<file path="src/hdl/mtd_pkg.sv">
// Shared types and constants of the multi-tap detector.
package mtd_pkg;

  localparam int unsigned THR_W      = 15;
  localparam int unsigned WIN_W      = 16;
  localparam int unsigned CNT_W      = 8;
  localparam int unsigned EVT_TIME_W = 32;
  localparam int unsigned CFG_DATA_W = 16;
  localparam int unsigned CFG_IDX_W  = 3;

  // Base level = prev + jump * BASE_NUM / 2^BASE_SHIFT (0.9 in fixed point)
  localparam int unsigned BASE_NUM   = 230;
  localparam int unsigned BASE_SHIFT = 8;

  localparam logic [CNT_W-1:0] TAP_MAX = '1;

  typedef enum logic [CFG_IDX_W-1:0] {
    REG_TAP_THRESHOLD    = 3'd0,
    REG_RISE_WINDOW_MS   = 3'd1,
    REG_QUIET_TIMEOUT_MS = 3'd2,
    REG_MIN_TAPS         = 3'd3,
    REG_MAX_TAPS         = 3'd4
  } cfg_idx_e;

  typedef struct packed {
    logic [THR_W-1:0] tap_threshold;
    logic [WIN_W-1:0] rise_window_ms;
    logic [WIN_W-1:0] quiet_timeout_ms;
    logic [CNT_W-1:0] min_taps;
    logic [CNT_W-1:0] max_taps;
  } cfg_t;

  localparam cfg_t CFG_RESET = '{
    tap_threshold:    15'd1280,
    rise_window_ms:   16'd80,
    quiet_timeout_ms: 16'd2000,
    min_taps:         8'd2,
    max_taps:         8'd5
  };

endpackage

</file>
<file path="src/hdl/mtd_if.sv">
// Sample and event channel interfaces of the multi-tap detector.
interface mtd_sample_if #(
  parameter int unsigned SAMPLE_WIDTH = 16,
  parameter int unsigned TIME_WIDTH   = 32
);
  logic                           valid;
  logic                           ready;
  logic signed [SAMPLE_WIDTH-1:0] z_sample;
  logic [TIME_WIDTH-1:0]          sample_time_ms;
  logic [TIME_WIDTH-1:0]          batch_time_ms;
  logic                           last_in_batch;

  modport source (output valid, z_sample, sample_time_ms, batch_time_ms, last_in_batch,
                  input ready);
  modport sink   (input valid, z_sample, sample_time_ms, batch_time_ms, last_in_batch,
                  output ready);
endinterface

interface mtd_event_if;
  logic                          valid;
  logic                          ready;
  logic [mtd_pkg::EVT_TIME_W-1:0] event_time_ms;
  logic [mtd_pkg::CNT_W-1:0]      tap_count;

  modport source (output valid, event_time_ms, tap_count, input ready);
  modport sink   (input valid, event_time_ms, tap_count, output ready);
endinterface

</file>
<file path="src/hdl/mtd_cfg.sv">
// Configuration register file of the multi-tap detector.
module mtd_cfg (
  input  logic                             clk_i,
  input  logic                             rst_ni,
  input  logic                             cfg_we_i,
  input  logic [mtd_pkg::CFG_IDX_W-1:0]    cfg_idx_i,
  input  logic [mtd_pkg::CFG_DATA_W-1:0]   cfg_wdata_i,
  output mtd_pkg::cfg_t                    cfg_o
);
  import mtd_pkg::*;

  cfg_t cfg_q;

  always_ff @(posedge clk_i or negedge rst_ni) begin
    if (!rst_ni) begin
      cfg_q <= CFG_RESET;
    end else if (cfg_we_i) begin
      case (cfg_idx_i)
        REG_TAP_THRESHOLD:    cfg_q.tap_threshold    <= cfg_wdata_i[THR_W-1:0];
        REG_RISE_WINDOW_MS:   cfg_q.rise_window_ms   <= cfg_wdata_i[WIN_W-1:0];
        REG_QUIET_TIMEOUT_MS: cfg_q.quiet_timeout_ms <= cfg_wdata_i[WIN_W-1:0];
        REG_MIN_TAPS:         cfg_q.min_taps         <= cfg_wdata_i[CNT_W-1:0];
        REG_MAX_TAPS:         cfg_q.max_taps         <= cfg_wdata_i[CNT_W-1:0];
        default: ;  // unknown index, ignored
      endcase
    end
  end

  assign cfg_o = cfg_q;

endmodule

</file>
<file path="src/hdl/mtd_detect.sv">
// Per-sample tap detection: gesture state and its update on each step.
module mtd_detect #(
  parameter int unsigned SAMPLE_WIDTH = 16,
  parameter int unsigned TIME_WIDTH   = 32
) (
  input  logic                               clk_i,
  input  logic                               rst_ni,
  input  logic                               step_i,
  input  mtd_pkg::cfg_t                      cfg_i,
  input  logic signed [SAMPLE_WIDTH-1:0]     z_i,
  input  logic [TIME_WIDTH-1:0]              t_i,
  input  logic [TIME_WIDTH-1:0]              batch_i,
  input  logic                               last_i,
  output logic                               hit_o,
  output logic [mtd_pkg::EVT_TIME_W-1:0]     evt_time_o,
  output logic [mtd_pkg::CNT_W-1:0]          count_o
);
  import mtd_pkg::*;

  localparam int unsigned DW    = SAMPLE_WIDTH + 1;  // sample difference
  localparam int unsigned PW    = DW + BASE_SHIFT;   // scaled jump product
  localparam int unsigned CMP_W = DW + THR_W;
  localparam logic signed [PW-1:0] BASE_NUM_S = PW'(BASE_NUM);

  logic                           armed_q,  armed_d;
  logic [TIME_WIDTH-1:0]          rise_time_q, rise_time_d;
  logic signed [SAMPLE_WIDTH-1:0] base_q,   base_d;
  logic signed [SAMPLE_WIDTH-1:0] prev_q;
  logic [CNT_W-1:0]               taps_q,   taps_d;
  logic                           lt_valid_q, lt_valid_d;
  logic [TIME_WIDTH-1:0]          lt_time_q,  lt_time_d;

  logic signed [DW-1:0] dev, jump;
  logic [DW-1:0]        dev_mag, jump_mag;
  logic                 dev_big, jump_big, in_window, tap_now, quiet, report;
  logic signed [PW-1:0] prod, scaled, base_sum;
  logic [TIME_WIDTH-1:0] rise_age, quiet_age, lt_time_mid;
  logic [CNT_W-1:0]     taps_mid;
  logic                 lt_valid_mid;

  always_comb begin
    dev      = DW'(z_i) - DW'(base_q);
    jump     = DW'(z_i) - DW'(prev_q);
    dev_mag  = dev[DW-1]  ? DW'(-dev)  : DW'(dev);
    jump_mag = jump[DW-1] ? DW'(-jump) : DW'(jump);
    dev_big  = CMP_W'(dev_mag)  > CMP_W'(cfg_i.tap_threshold);
    jump_big = CMP_W'(jump_mag) > CMP_W'(cfg_i.tap_threshold);

    // floor(0.9 * jump) via arithmetic shift, rounds toward minus infinity
    prod     = PW'(jump) * BASE_NUM_S;
    scaled   = prod >>> BASE_SHIFT;
    base_sum = PW'(prev_q) + scaled;

    rise_age  = t_i - rise_time_q;
    in_window = rise_age < TIME_WIDTH'(cfg_i.rise_window_ms);
    tap_now   = armed_q && in_window && dev_big;

    armed_d     = armed_q ? (in_window && !dev_big) : jump_big;
    rise_time_d = (!armed_q && jump_big) ? t_i : rise_time_q;
    base_d      = (!armed_q && jump_big) ? SAMPLE_WIDTH'(base_sum) : base_q;

    lt_valid_mid = lt_valid_q || tap_now;
    lt_time_mid  = tap_now ? batch_i : lt_time_q;
    taps_mid     = (tap_now && taps_q != TAP_MAX) ? taps_q + CNT_W'(1) : taps_q;

    quiet_age = batch_i - lt_time_mid;
    quiet     = quiet_age > TIME_WIDTH'(cfg_i.quiet_timeout_ms);
    report    = last_i && lt_valid_mid && quiet;

    hit_o      = report && taps_mid >= cfg_i.min_taps && taps_mid <= cfg_i.max_taps;
    evt_time_o = EVT_TIME_W'(batch_i);
    count_o    = taps_mid;

    taps_d     = report ? '0 : taps_mid;
    lt_valid_d = report ? 1'b0 : lt_valid_mid;
    lt_time_d  = report ? '0 : lt_time_mid;
  end

  always_ff @(posedge clk_i or negedge rst_ni) begin
    if (!rst_ni) begin
      armed_q     <= 1'b0;
      rise_time_q <= '0;
      base_q      <= '0;
      prev_q      <= '0;
      taps_q      <= '0;
      lt_valid_q  <= 1'b0;
      lt_time_q   <= '0;
    end else if (step_i) begin
      armed_q     <= armed_d;
      rise_time_q <= rise_time_d;
      base_q      <= base_d;
      prev_q      <= z_i;
      taps_q      <= taps_d;
      lt_valid_q  <= lt_valid_d;
      lt_time_q   <= lt_time_d;
    end
  end

endmodule

</file>
<file path="src/hdl/accel_multi_tap_detector.sv">
// Top level of the Z-axis multi-tap gesture detector.
//
// Usage:
//   smp_i  - sample requests: z_sample, sample_time_ms, batch_time_ms, last_in_batch.
//   evt_o  - gesture requests: event_time_ms (batch time) and tap_count.
//   cfg_*  - register writes (threshold, rise window, quiet timeout, min/max taps);
//            write only while no sample is in flight.
// Path: the sample that completes a gesture passes the input register, then the
//   result register, whose request shows on evt_o.
// Throughput: one sample per cycle while evt_o is not held off; the detect state
//   updates as each sample steps, so consecutive samples stream without bubbles.
// Only the last sample of a batch can produce a request; at most one per sample.
// Reset: all detect state clears, registers take their defaults, both
//   channels go empty.
// Stall: while evt_o is held off, the result register keeps its request and the
//   input register can still take one more sample; further samples wait.
module accel_multi_tap_detector #(
  parameter int unsigned SAMPLE_WIDTH = 16,
  parameter int unsigned TIME_WIDTH   = 32
) (
  input  logic                             clk_i,
  input  logic                             rst_ni,
  input  logic                             cfg_we_i,
  input  logic [mtd_pkg::CFG_IDX_W-1:0]    cfg_idx_i,
  input  logic [mtd_pkg::CFG_DATA_W-1:0]   cfg_wdata_i,
  mtd_sample_if.sink                       smp_i,
  mtd_event_if.source                      evt_o
);
  import mtd_pkg::*;

  cfg_t cfg;

  // input register stage
  logic                           s1_v_q;
  logic signed [SAMPLE_WIDTH-1:0] s1_z_q;
  logic [TIME_WIDTH-1:0]          s1_t_q;
  logic [TIME_WIDTH-1:0]          s1_batch_q;
  logic                           s1_last_q;

  // result register stage
  logic                   out_v_q;
  logic [EVT_TIME_W-1:0]  out_time_q;
  logic [CNT_W-1:0]       out_cnt_q;

  logic                  adv, in_ready, step, hit;
  logic [EVT_TIME_W-1:0] hit_time;
  logic [CNT_W-1:0]      hit_cnt;

  // result slot is free or being drained this cycle
  assign adv      = !out_v_q || evt_o.ready;
  assign in_ready = !s1_v_q || adv;
  assign step     = s1_v_q && adv;

  mtd_cfg u_cfg (
    .clk_i       (clk_i),
    .rst_ni      (rst_ni),
    .cfg_we_i    (cfg_we_i),
    .cfg_idx_i   (cfg_idx_i),
    .cfg_wdata_i (cfg_wdata_i),
    .cfg_o       (cfg)
  );

  mtd_detect #(
    .SAMPLE_WIDTH (SAMPLE_WIDTH),
    .TIME_WIDTH   (TIME_WIDTH)
  ) u_detect (
    .clk_i      (clk_i),
    .rst_ni     (rst_ni),
    .step_i     (step),
    .cfg_i      (cfg),
    .z_i        (s1_z_q),
    .t_i        (s1_t_q),
    .batch_i    (s1_batch_q),
    .last_i     (s1_last_q),
    .hit_o      (hit),
    .evt_time_o (hit_time),
    .count_o    (hit_cnt)
  );

  always_ff @(posedge clk_i or negedge rst_ni) begin
    if (!rst_ni) begin
      s1_v_q  <= 1'b0;
      out_v_q <= 1'b0;
    end else begin
      if (in_ready) begin
        s1_v_q <= smp_i.valid;
      end
      if (adv) begin
        out_v_q <= step && hit;
      end
    end
  end

  // payload registers, no reset
  always_ff @(posedge clk_i) begin
    if (in_ready && smp_i.valid) begin
      s1_z_q     <= smp_i.z_sample;
      s1_t_q     <= smp_i.sample_time_ms;
      s1_batch_q <= smp_i.batch_time_ms;
      s1_last_q  <= smp_i.last_in_batch;
    end
    if (step && hit) begin
      out_time_q <= hit_time;
      out_cnt_q  <= hit_cnt;
    end
  end

  assign smp_i.ready         = in_ready;
  assign evt_o.valid         = out_v_q;
  assign evt_o.event_time_ms = out_time_q;
  assign evt_o.tap_count     = out_cnt_q;

endmodule

</file>
<file path="src/flat_wrapper.sv">
// flat-port wrapper written by rule: the top's interface ports become plain ports
module accel_multi_tap_detector_flat import mtd_pkg::*;
#(
  parameter int unsigned SAMPLE_WIDTH = 16,
  parameter int unsigned TIME_WIDTH   = 32
)
  (clk_i, rst_ni, cfg_we_i, cfg_idx_i, cfg_wdata_i, smp_i_valid, smp_i_z_sample, smp_i_sample_time_ms, smp_i_batch_time_ms, smp_i_last_in_batch, smp_i_ready, evt_o_valid, evt_o_event_time_ms, evt_o_tap_count, evt_o_ready);
  mtd_sample_if #(.SAMPLE_WIDTH(SAMPLE_WIDTH), .TIME_WIDTH(TIME_WIDTH)) smp_i_i ();
  mtd_event_if evt_o_i ();
  input  logic clk_i;
  input  logic rst_ni;
  input  logic cfg_we_i;
  input  logic [mtd_pkg::CFG_IDX_W-1:0] cfg_idx_i;
  input  logic [mtd_pkg::CFG_DATA_W-1:0] cfg_wdata_i;
  input wire logic [$bits(smp_i_i.valid)-1:0] smp_i_valid;
  input wire logic [$bits(smp_i_i.z_sample)-1:0] smp_i_z_sample;
  input wire logic [$bits(smp_i_i.sample_time_ms)-1:0] smp_i_sample_time_ms;
  input wire logic [$bits(smp_i_i.batch_time_ms)-1:0] smp_i_batch_time_ms;
  input wire logic [$bits(smp_i_i.last_in_batch)-1:0] smp_i_last_in_batch;
  output wire logic [$bits(smp_i_i.ready)-1:0] smp_i_ready;
  output wire logic [$bits(evt_o_i.valid)-1:0] evt_o_valid;
  output wire logic [$bits(evt_o_i.event_time_ms)-1:0] evt_o_event_time_ms;
  output wire logic [$bits(evt_o_i.tap_count)-1:0] evt_o_tap_count;
  input wire logic [$bits(evt_o_i.ready)-1:0] evt_o_ready;
  assign smp_i_i.valid = smp_i_valid;
  assign smp_i_i.z_sample = smp_i_z_sample;
  assign smp_i_i.sample_time_ms = smp_i_sample_time_ms;
  assign smp_i_i.batch_time_ms = smp_i_batch_time_ms;
  assign smp_i_i.last_in_batch = smp_i_last_in_batch;
  assign smp_i_ready = smp_i_i.ready;
  assign evt_o_valid = evt_o_i.valid;
  assign evt_o_event_time_ms = evt_o_i.event_time_ms;
  assign evt_o_tap_count = evt_o_i.tap_count;
  assign evt_o_i.ready = evt_o_ready;
  accel_multi_tap_detector #(.SAMPLE_WIDTH(SAMPLE_WIDTH), .TIME_WIDTH(TIME_WIDTH)) u_core (.clk_i(clk_i), .rst_ni(rst_ni), .cfg_we_i(cfg_we_i), .cfg_idx_i(cfg_idx_i), .cfg_wdata_i(cfg_wdata_i), .smp_i(smp_i_i), .evt_o(evt_o_i));
endmodule
</file>
<file path="config.mk">
export PLATFORM = sky130hd
export DESIGN_NAME = accel_multi_tap_detector_flat
export DESIGN_NICKNAME = d
export VERILOG_FILES = /design/src/hdl/mtd_pkg.sv /design/src/hdl/mtd_if.sv /design/src/hdl/mtd_cfg.sv /design/src/hdl/mtd_detect.sv /design/src/hdl/accel_multi_tap_detector.sv /design/src/flat_wrapper.sv
export SDC_FILE = /design/constraint.sdc
export NUM_CORES = 1
export LEC_CHECK = 0
export BUFFER_PORTS_ARGS = -buffer_cell sky130_fd_sc_hd__buf_2
export CELL_PAD_IN_SITES_DETAIL_PLACEMENT = 0
export CELL_PAD_IN_SITES_GLOBAL_PLACEMENT = 1
export CORE_MARGIN = 10
export CORE_UTILIZATION = 38
export CTS_CLUSTER_DIAMETER = 100
export DETAILED_ROUTE_END_ITERATION = 7
export GPL_TIMING_DRIVEN = 0
export PLACE_DENSITY_LB_ADDON = 0.1
export SYNTH_ARGS = -nofsm -noshare
export SYNTH_HDL_FRONTEND = slang
export SYNTH_SLANG_ARGS = --single-unit
export TNS_END_PERCENT = 10
</file>
<file path="constraint.sdc">
create_clock -name clk_i -period 13.3 [get_ports clk_i]
set_clock_uncertainty 0.05 [all_clocks]
set_input_delay 2.66 -clock clk_i [delete_from_list [all_inputs] [get_ports clk_i]]
set_output_delay 2.66 -clock clk_i [all_outputs]
set_load 0.01 [all_outputs]
</file>
==> flow_results.org, run 1 <==
** Floorplanning
- In this run the standard cell core region covers 57,900 um^2.
- The die is around 260 um tall.
- Row Count :: 88
- Pin placement for this block handled 147 I/O pins.
- The floorplan step defined a die boundary enclosing 68,800 um^2.
- Initial Utilization :: 38.5%
- Width of the die :: about 260 um

** Logic synthesis
- Ranking of synthesized cells by instance count :: sky130_fd_sc_hd__inv_1 (278), sky130_fd_sc_hd__nand2_1 (249), sky130_fd_sc_hd__ha_1 (246), sky130_fd_sc_hd__o21ai_0 (167), sky130_fd_sc_hd__dfrtp_1 (158)
- Of the post-synthesis cell area, the dominant cell type holds 17.7%.
- Sequential cell area fraction in the yosys report :: approximately 36%
- Syn Nets :: 2,782
- Yosys instantiated no cell more often than sky130_fd_sc_hd__inv_1.
- Post-Synthesis Mean Instance Area :: a little over 9 um^2
- In the synthesized netlist, the number of instances is between 2,000 and 2,500.
- The synthesized netlist occupies a cell area of 22,300 um^2.
- Yosys Warn Count :: 0
- The synthesized netlist contains 88 unique library cells.
- sky130_fd_sc_hd__dfrtp_1 takes more of the synthesized area than any other cell.
- Number of enable-type register cells in the synthesized netlist :: 121
- Fraction of registers with async set or reset after synthesis :: 58.6%
- In the synthesized netlist the dominant register cell turns out to be sky130_fd_sc_hd__dfrtp_1.
- After synthesis, the cell types taking the most area are sky130_fd_sc_hd__dfrtp_1 (18%), sky130_fd_sc_hd__edfxtp_1 (16%), sky130_fd_sc_hd__ha_1 (14%).
- The synthesized design contains 292 register bits.

** Worst setup path
- Data arrives at the worst endpoint at 12,610 ps.
- Measured in cells, the most critical reg-to-reg path has a length of 50.
- In this run the worst path has a maximum fanout of 37.
- In this run the critical register-to-register path is captured at u_core.evt_o.event_time_ms[11].
- In this run the critical register-to-register path is launched from u_core.s1_z_q[9].
- Required arrival time at the worst endpoint :: 13,550 ps
- In this run the register-to-register setup slack is 940 ps.
- Startpoint class of the critical path :: flip-flop
- Among all stages on the critical path, the largest delay is contributed by sky130_fd_sc_hd__a21oi_1.
- The critical path is of the reg -> reg type.
- Endpoint type of the worst setup path :: flip-flop
- By instance count, the cell type seen most on the critical path is sky130_fd_sc_hd__a21oi_1.
- Delay of the slowest critical-path stage :: 650 ps

** Flow run
- Max capacitance violation total :: 0

** Clocking
- Clock tree synthesis found a total of approximately 300 sinks.
- Clock latency on the worst-skew pair :: around 570 ps
- In this run the number of H-tree levels came out at 2.
- TritonCTS built the clock tree.
- Root buffer cell :: sky130_fd_sc_hd__clkbuf_16
- Clk pin slew, worst setup/hold paths :: 60 ps
- Buffers inserted to repair hold after CTS numbered 0.
- Buffers inserted during clock tree synthesis total 38.
- Counting along the longest clock path gives a buffer depth of 3.

** Global routing
- Antenna violations before repair :: 0
- The first global-routing pass estimated 100,000 um of wire.
- Global routing used 18.1% of the available tracks.
- Largest net degree at the start of global routing :: 98
- The via count of the first global-routing pass was 17,565.
- After global routing the overflow that remains totals 0.

** Status
- Result of the run :: finished, final reports clean

** STA
- Setup repair after global routing left no endpoint under its margin.
- Maximum clock rate :: roughly 0.081 GHz
- Final Setup Violations :: 0
- Of the available clock period, the critical path in the final layout requires between 90 and 100%.
- The number of hold violations in the final report is 0.
- Hold_ws :: 427 ps
- Post-layout minimum cycle time :: 12,360 ps
- Worst Tran Pin Value :: roughly 1100 ps
- Relative slew slack :: 26.3%
- The total count of max-transition violations in the final report was 0.

** Worst hold path
- The worst hold path passes through 2 cells.
- Hold-critical path endpoint :: u_core.u_detect.lt_time_q[14]
- Kind of path behind the tightest hold check :: reg -> reg
- Worst min-delay path startpoint :: u_core.u_detect.lt_time_q[14]

** Route
- 1st-pass router iterations :: 5
- ANT nets after route :: 0
- Across all layers, the routed design uses 17,896 vias.
- The first routing iteration left 1,068 violations.
- The routed design has 63,600 um of wire.
- For this run, design rule violations remaining after detail routing come to 0.
- Routed via count divided by cell count :: about 5.3
- Final routed wire length divided by cell count :: 18.9 um

** Final layout
- Count of nets after finishing :: 2,974
- Proportion of layout cells with a drive suffix above 1 :: 12.7%
- Synthesis-to-finish area growth :: 13.9%
- Antenna cell count :: 0

** Placed design
- Input/output buffers :: approximately 150
- At the end of routability-driven placement, the weighted congestion stood at roughly 0.9.
- Summed over all nets, the half-perimeter wirelength after detailed placement is 50,700 um.
repair_timing:
action	CTS	global route
resized for setup	4	8
pin swaps	0	1
endpoints found under the setup margin	40	82
setup buffers	0	3
worst max-delay path: cells and delay by family (launching register included):
family | cells | cell delay [ps]
flops | 1 | 470
mux | 2 | 660
compound gates | 22 | 4920
buf+inv | 5 | 1220
simple gates | 13 | 2370
xor+xnor | 2 | 430
fa+ha+maj | 6 | 1920
layer usage:
| metal | routed length (um) | vias to the layer above | share of wire, % | track usage, % |
|---|---|---|---|---|
| li1 | - | 8874 | - | - |
| met1 | 32000 | 8558 | 50 | 25.9 |
| met2 | 27300 | 402 | 43 | 27.7 |
| met3 | 3130 | 62 | 4.9 | 3.66 |
| met4 | 1040 | 0 | 1.6 | 3.52 |
| met5 | 0 | - | 0 | 0 |
how the worst max path moves through the flow:
stage / startpoint / endpoint / slack (ps) / cells after the start
2_1_floorplan: u_core.s1_t_q[0] / u_core.evt_o.event_time_ms[0] / 2270 / 51
3_3_place_gp: u_core.s1_z_q[0] / u_core.evt_o.event_time_ms[7] / -1290 / 48
3_5_place_dp: u_core.s1_z_q[0] / u_core.evt_o.event_time_ms[7] / -300 / 49
4_1_cts: u_core.s1_z_q[0] / u_core.evt_o.event_time_ms[24] / 70 / 49
5_1_grt: u_core.s1_t_q[0] / u_core.evt_o.event_time_ms[31] / 9 / 53
6_report: u_core.s1_z_q[9] / u_core.evt_o.event_time_ms[11] / 940 / 50
cell usage in the layout, fill, tap and decap left out, types with 39 or more instances in the layout:
master	n
sky130_fd_sc_hd__nand3_1	39
sky130_fd_sc_hd__xnor2_1	80
sky130_fd_sc_hd__clkbuf_1	53
sky130_fd_sc_hd__a21oi_1	119
sky130_fd_sc_hd__buf_2	151
sky130_fd_sc_hd__fa_1	47
sky130_fd_sc_hd__inv_1	278
sky130_fd_sc_hd__nor3_1	59
sky130_fd_sc_hd__clkbuf_16	39
sky130_fd_sc_hd__a21o_1	67
sky130_fd_sc_hd__dfrtp_1	158
sky130_fd_sc_hd__o21ai_0	167
sky130_fd_sc_hd__o21a_1	44
sky130_fd_sc_hd__nor2_1	123
sky130_fd_sc_hd__ha_1	246
sky130_fd_sc_hd__mux2_2	50
sky130_fd_sc_hd__edfxtp_1	121
sky130_fd_sc_hd__nand2_1	249
final cells by class:
class,count,area [um^2]
repair buffers,152,838
multi-input cells,1751,13100
clock buffers,47,1050
clock inverters,22,209
inverters,279,1050
flip-flops and latches,292,7930
well taps,765,957
fillers,5768,32500
plain buffers,62,249
state kept, by name (all words and copies together) (netlist names):
| register | count |
|---|---|
| u_core.u_detect.prev_q | 16 |
| u_core.u_detect.base_q | 16 |
| u_core.s1_v_q | 1 |
| u_core.s1_z_q | 16 |
| u_core.u_detect.taps_q | 8 |
| u_core.u_detect.armed_q | 1 |
| u_core.s1_t_q | 32 |
| u_core.s1_batch_q | 32 |
| u_core.u_detect.lt_valid_q | 1 |
| u_core.u_detect.rise_time_q | 32 |
| u_core.evt_o.valid | 1 |
| u_core.u_cfg.cfg_o | 63 |
| u_core.evt_o.tap_count | 8 |
| u_core.evt_o.event_time_ms | 32 |
| u_core.s1_last_q | 1 |
| u_core.u_detect.lt_time_q | 32 |
cell families (layout without fill, tap and decap cells):
kind of cell / after synthesis / in the layout / synth area share, %
adder cells (fa/ha/maj): 296 / 296 / 18.2
XOR/XNOR: 108 / 108 / 4.24
flip-flops: 292 / 292 / 35.5
AO/OA/AOI/OAI: 612 / 612 / 18.2
AND/OR/NAND/NOR: 651 / 651 / 14.0
buffers and inverters: 341 / 562 / 5.79
multiplexers: 84 / 84 / 4.07
stage by stage:
stage	cells	instance area [um^2]	worst slack, ps	util, %	setup TNS, ps
2_1_floorplan	2384	22300	2270	-	0
3_3_place_gp	3295	24000	-1290	41.4	-51070
3_5_place_dp	3298	24100	-305	41.6	-10910
4_1_cts	3367	25400	69.7	43.8	0
5_1_grt	3370	25400	8.77	43.9	0
6_report	3370	25400	940	43.9	0
Power of run 1 is left out: the tool's default activity adds up to more than one toggle a clock period on the data nets, which glitch-free logic cannot reach.
==> run 2, diff against run 1 <==
ABC_CLOCK_PERIOD_IN_PS = 13300   (was unset)
CORE_ASPECT_RATIO = 2   (was unset)
PLACE_DENSITY = 0.63   (was unset)
PLACE_DENSITY_LB_ADDON = unset   (was 0.1)
==> run 2 against run 1 <==
Worst hold slack gained 1.7 ps. Worst setup slack worse by 350 ps. Wire length increased by 15%. Critical path depth fell by 2. Core utilization is 0.48 points lower.
==> flow_results.org, run 2 (same netlist as run 1, synthesis figures left out) <==
** Route
- Routed via count divided by cell count :: 5.36
- Final Routed Wirelength :: 72,800 um
- DRC marker count from the first detailed-route iteration :: around 700
- Final routed wire length divided by cell count :: 21.7 um
- Number of vias in the routed layout :: 18,006
- Before antenna repair, the detailed router went through 5 iterations.
- In the routed design, unresolved DRC markers number 0.
- In this run the remaining antenna-violating nets after routing total 0.

** STA
- The total count of max-transition violations in the final report was 0.
- Based on the critical path, the design can be clocked at up to ~0.079 GHz.
- Post-layout minimum cycle time :: 12,710 ps
- Setup repair after global routing left no endpoint under its margin.
- The final critical path takes up 95.5% of the cycle.
- Relative slew slack :: 12.7%
- For the pin with the worst max-slew slack, the measured transition is 1280 ps.
- Final Setup Violations :: 0
- The number of hold violations in the final report is 0.

** Global routing
- Congestion Overflow GR :: 0
- The number of antenna violations at the first check in global routing is 10.
- The via count of the first global-routing pass is 19,289.
- Largest net degree at the start of global routing :: 98
- Layer with the highest usage :: met2
- For this run, global-route usage on met2 was measured as 43.8%.
- For this run, global-route usage on met3 was measured as 2.74%.
- Global-route met1 utilization :: 17.5%
- Overall Global Routing Usage :: 20.8%
- The first global-routing pass estimated ~110,000 um of wire.

** Status
- The flow ran to the end, and the final reports show no timing, DRC or antenna violations.

** Floorplanning
- Width of the die :: around 190 um
- Core area :: 58,200 um^2
- Once the floorplan was initialized, standard cells occupied approximately two fifths of the core.
- Row generation in the floorplan step produced 125 rows.
- Pin placement for this block handled approximately 150 I/O pins.
- Die Area :: 69,400 um^2
- Floorplan die height :: 363 um

** Worst setup path
- STA puts the critical path data arrival time at 12,980 ps.
- Delay of the slowest critical-path stage :: ~600 ps
- Worst Path Class, Setup :: reg -> reg
- STA classifies the critical path startpoint as a flip-flop.
- Together, buffers and inverters on the worst path number 4.
- The worst setup path is captured at a flip-flop.
- Kind of cell adding the most delay to the critical path :: compound AO/OA/AOI/OAI gates
- Slowest cell on the critical path :: sky130_fd_sc_hd__o32ai_4
- At the worst endpoint, the required time is 13,580 ps.
- Top fanout value on the critical path :: 32

** Final layout
- Proportion of layout cells with a drive suffix above 1 :: 12.6%
- The register with the most flip-flops in the layout has 63 of them.
- The net count of the finished layout is 2,970.
- Leaving out fill and tap cells, the most frequent cell in the layout is sky130_fd_sc_hd__inv_1.
- Final core area utilization :: 43.4%
- Synthesis-to-finish area growth :: 13.2%
- Commonest cells after routing, fill and taps aside :: sky130_fd_sc_hd__inv_1 (278), sky130_fd_sc_hd__nand2_1 (249), sky130_fd_sc_hd__ha_1 (246), sky130_fd_sc_hd__o21ai_0 (166), sky130_fd_sc_hd__dfrtp_1 (158)

** Clocking
- CTS built an H-tree with a depth of 1.
- After clock tree synthesis, the flow added hold-fix buffers numbering 0.
- Clock-pin slew was measured on the worst setup and hold paths at 70 ps.
- TritonCTS buffer count :: 30
- Root buffer cell :: sky130_fd_sc_hd__clkbuf_16
- In this run the deepest clock path goes through 3 buffers.
- TritonCTS built the clock tree.
- Clock tree synthesis found a total of 292 sinks.
- Clock latency on the worst-skew pair :: 600 ps

** Placed design
- GP Congestion :: 0.923
- The HPWL after detailed placement is 60,600 um.
- Input/output buffers :: 146

** Flow run
- Max capacitance violation total :: 0

** Worst hold path
- Kind of path behind the tightest hold check :: reg -> reg
-- run 2: cell count changes in the layout (fill, tap and decap cells not counted), sizes merged --
cell | previous run | this run
buf | 161 | 165
bufinv | 3 | 5
clkbuf | 100 | 93
clkinv | 14 | 11
clkinvlp | 3 | 0
diode | 0 | 3
inv | 281 | 279
-- run 2: worst paths after layout --
path	end	slack [ps]	cells past startpoint	start
min in group asynchronous	u_core.u_detect.lt_time_q[15]	2000	1	rst_ni
setup / recovery	u_core.evt_o.event_time_ms[22]	590	48	u_core.s1_z_q[2]
hold / removal	u_core.u_detect.lt_time_q[13]	430	2	u_core.u_detect.lt_time_q[13]
hold reg to reg	u_core.u_detect.lt_time_q[13]	430	2	u_core.u_detect.lt_time_q[13]
max in group asynchronous	u_core.u_detect.base_q[14]	10170	2	rst_ni
setup reg to reg	u_core.evt_o.event_time_ms[22]	590	48	u_core.s1_z_q[2]
-- run 2: area by class of cell --
class,count,area (um^2)
flip-flops and latches,292,7930
clock inverters,16,210
multi-input cells,1751,13100
repair buffers,156,868
well taps,762,953
plain buffers,62,251
fillers,5875,32900
inverters,279,1050
diodes,3,7.51
clock buffers,40,850
-- run 2: worst min-delay path, cell delays in order, from the launching register on --
cell	delay (ps)
sky130_fd_sc_hd__dfrtp_1	340
sky130_fd_sc_hd__nand2_1	50
sky130_fd_sc_hd__o31ai_1	50
-- run 2: stage by stage --
step | instances | TNS [ps] | hold slack [ps] | worst slack [ps] | instance area (um^2)
final | 3361 | 0 | 428 | 592 | 25300
after CTS | 3353 | 0 | 429 | 59.1 | 25200
after global placement | 3292 | -125990 | 409 | -2370 | 24000
after global routing | 3359 | 0 | 449 | 53.2 | 25200
after detailed placement | 3296 | -85820 | 416 | -1340 | 24100
after floorplan | 2384 | 0 | 394 | 2270 | 22300
-- run 2: routing by layer --
metal  routed length (um)  share of wire (%)
met2                43000                 59
met3                 2380                3.3
met4                 4310                5.9
met1                23000                 32
met5                   79               0.11
-- run 2: what timing repair did --
item                       CTS  global route
setup buffers                1             5
gates resized for setup      8             6
pin swaps                    1             2
setup endpoints to repair   82            63
Power of run 2 is left out for the same reason.
==> run 3, diff against run 2 <==
CELL_PAD_IN_SITES_DETAIL_PLACEMENT = 1   (was 0)
CELL_PAD_IN_SITES_GLOBAL_PLACEMENT = 2   (was 1)
PLACE_DENSITY = 0.76   (was 0.63)
RECOVER_POWER = 100   (was unset)
==> run 3 against run 2 <==
The run now ends with capacitance limit, slew limit left. Critical path depth rose by 2. Count of clock-buffer cells in the layout fell by 2. First-iteration DRC count fell by 15%. Core utilization fell by 0.19 points. Maximum frequency rose by 0.30%. Via count rose by 2.8%. Register-to-register slack improved by 40 ps. Global-route usage rose by 1.4 points. Sequential cell count did not move. Worst hold slack barely moved. Final cell count rose by 0.15%.
==> flow_results.org, run 3 (same netlist as run 1, synthesis figures left out) <==
** Worst setup path
- Required arrival time at the worst endpoint :: 13,580 ps
- In this run the worst setup path terminates at u_core.evt_o.event_time_ms[8].
- Terminus of the critical flop-to-flop path :: u_core.evt_o.event_time_ms[8]
- Worst Path Class, Setup :: reg -> reg
- Counting cells, the worst reg-to-reg path comes to 50.
- Crit Reg-Reg Startpoint :: u_core.s1_z_q[9]
- Setup slack, reg-to-reg :: 630 ps
- Arrival time of the worst setup path :: 12,950 ps
- Endpoint type of the worst setup path :: flip-flop
- On the worst path, the slowest cell contributes a delay of 440 ps.
- For this design, the slowest cell found on the critical path is sky130_fd_sc_hd__edfxtp_1.
- In this run the worst setup path begins at u_core.s1_z_q[9].
- Startpoint class of the critical path :: flip-flop
- Top fanout value on the critical path :: 37

** Placed design
- HPWL Detailed :: 63,900 um
- Area of placed instances :: around 24,000 um^2
- GP Congestion :: 0.906
- Input/output buffers :: between 100 and 150

** Route
- Using the TritonRoute via totals, the vias-per-cell ratio works out to 5.50.
- Before antenna repair, the detailed router went through 5 iterations.
- ANT nets after route :: 0
- In the routed design, unresolved DRC markers number 0.
- Final routed wire length divided by cell count :: approximately 23 um
- Final Routed Wirelength :: roughly 77,000 um
- DRC marker count from the first detailed-route iteration :: 608
- The routed layout has 18,518 vias.

** Clocking
- In this run the number of H-tree levels came out at 1.
- CTS placed an instance of sky130_fd_sc_hd__clkbuf_16 at the clock tree root.
- The clock passes through at most 3 buffers.
- TritonCTS buffer count :: 31
- CTS Sinks :: 292
- Clock latency on the worst-skew pair :: 620 ps
- Clock-pin slew was measured on the worst setup and hold paths at 70 ps.
- TritonCTS built the clock tree.

** STA
- Count of final hold-check violations :: 0
- The total count of max-transition violations in the final report came to around 260.
- In this run the tightest slew margin relative to its limit is -278%.
- Tcrit/Tclk final :: 95.3%
- Worst Tran Pin Value :: 5660 ps
- Final Setup Violations :: 0
- Post-layout minimum cycle time :: 12,670 ps
- Maximum clock rate :: 0.0789 GHz
- Setup repair after global routing left no endpoint under its margin.

** Global routing
- Antenna violations before repair :: 13
- Summed over all layers, the global routing overflow is 0.
- Largest net degree at the start of global routing :: 96
- Vias in the first global route :: 20,750
- The first global-routing pass estimated 119,000 um of wire.
- Across every metal layer, demand over resource in global routing totals between 20 and 25%.

** Final layout
- Count of nets after finishing :: 2,973
- Leaving out fill and tap cells, the most frequent cell in the layout is sky130_fd_sc_hd__inv_1.
- After routing the design area is between 20,000 and 30,000 um^2.
- Max FFs per register :: 63
- Commonest cells after routing, fill and taps aside :: sky130_fd_sc_hd__inv_1 (278), sky130_fd_sc_hd__nand2_1 (249), sky130_fd_sc_hd__ha_1 (246), sky130_fd_sc_hd__o21ai_0 (166), sky130_fd_sc_hd__dfrtp_1 (158)
- Proportion of layout cells with a drive suffix above 1 :: 10.8%
- Synthesis-to-finish area growth :: 12.7%

** Floorplanning
- The die covers 69,400 um^2.
- The floorplan has 125 rows.
- For this configuration, the core starts out at a cell density of 38.3%.
- The floorplan step defined a core boundary enclosing 58,200 um^2.
- Floorplan die height :: 363 um
- Width of the die :: 191 um
- Ports placed on the boundary :: 147

** Worst hold path
- Kind of path behind the tightest hold check :: reg -> reg

** Status
- The final reports fail on capacitance limit, slew limit.
- The run finished, with violations left.

** Flow run
- Max capacitance violation total :: 4
-- run 3: cell count changes in the layout (fill, tap and decap cells not counted), moves of 2 or more --
cell and delta:
sky130_fd_sc_hd__buf_2 -44, sky130_fd_sc_hd__clkbuf_1 +48, sky130_fd_sc_hd__o31ai_2 -2, sky130_fd_sc_hd__mux2_2 -2, sky130_fd_sc_hd__inv_6 +4, sky130_fd_sc_hd__mux2_1 +2
sky130_fd_sc_hd__bufinv_16 -3, sky130_fd_sc_hd__clkinv_4 +2, sky130_fd_sc_hd__buf_16 -2, sky130_fd_sc_hd__clkinvlp_4 +2, sky130_fd_sc_hd__and2_0 +2
-- run 3: worst min-delay path by stage --
stage / startpoint / to / slack (ps) / cells after the start
finish: u_core.u_detect.base_q[13] / u_core.u_detect.base_q[13] / 430 / 2
global route: u_core.s1_batch_q[25] / u_core.evt_o.event_time_ms[25] / 460 / 0
CTS: u_core.u_detect.lt_time_q[13] / u_core.u_detect.lt_time_q[13] / 430 / 2
detailed placement: u_core.u_detect.lt_time_q[13] / u_core.u_detect.lt_time_q[13] / 420 / 2
global placement: u_core.u_detect.lt_time_q[13] / u_core.u_detect.lt_time_q[13] / 410 / 2
floorplan: u_core.s1_batch_q[0] / u_core.evt_o.event_time_ms[0] / 390 / 0
-- run 3: layer usage --
layer,GRT usage (%),wire length [um],up-vias
met5,0,109,-
met4,11.1,4210,18
met3,3.19,2640,177
met2,46.4,45700,294
met1,19.2,24800,9202
li1,-,-,8827
-- run 3: what timing repair did --
action | 4_1_cts | 5_1_grt
hold buffers | 0 | 0
endpoints found under the setup margin | 82 | 81
pin swaps | 2 | 3
gates resized for setup | 8 | 12
setup buffers | 4 | 5
-- run 3: layout make-up --
type / count / area, um^2
fillers: 6803 / 33000
multi-input cells: 1751 / 13200
flip-flops and latches: 292 / 7930
inverters: 279 / 1050
well taps: 762 / 953
clock buffers: 38 / 832
repair buffers: 158 / 781
plain buffers: 62 / 251
clock inverters: 20 / 184
diodes: 4 / 10.0
-- run 3: worst max-delay path, delay by kind of cell, from the launching register on --
kind                       cells  cell delay [ps]
buffers and inverters          5             1250
DFF                            1              440
xor gates and xnor gates       2              410
adders and majority gates      6             1970
muxes                          2              640
and+or+nand+nor               13             2690
AOI/OAI and AO/OA             22             4890
-- run 3: metrics by stage --
stage	setup slack [ps]	setup TNS (ps)	instances	hold WS, ps	utilization (%)
CTS	98.6	0	3357	430	43.3
floorplan	2270	0	2384	394	-
global route	3.87	0	3364	461	43.2
finish	631	0	3366	429	43.2
detailed placement	-1540	-99880	3295	415	41.4
global placement	-2420	-129880	3292	409	41.2
Power of run 3 is left out for the same reason.
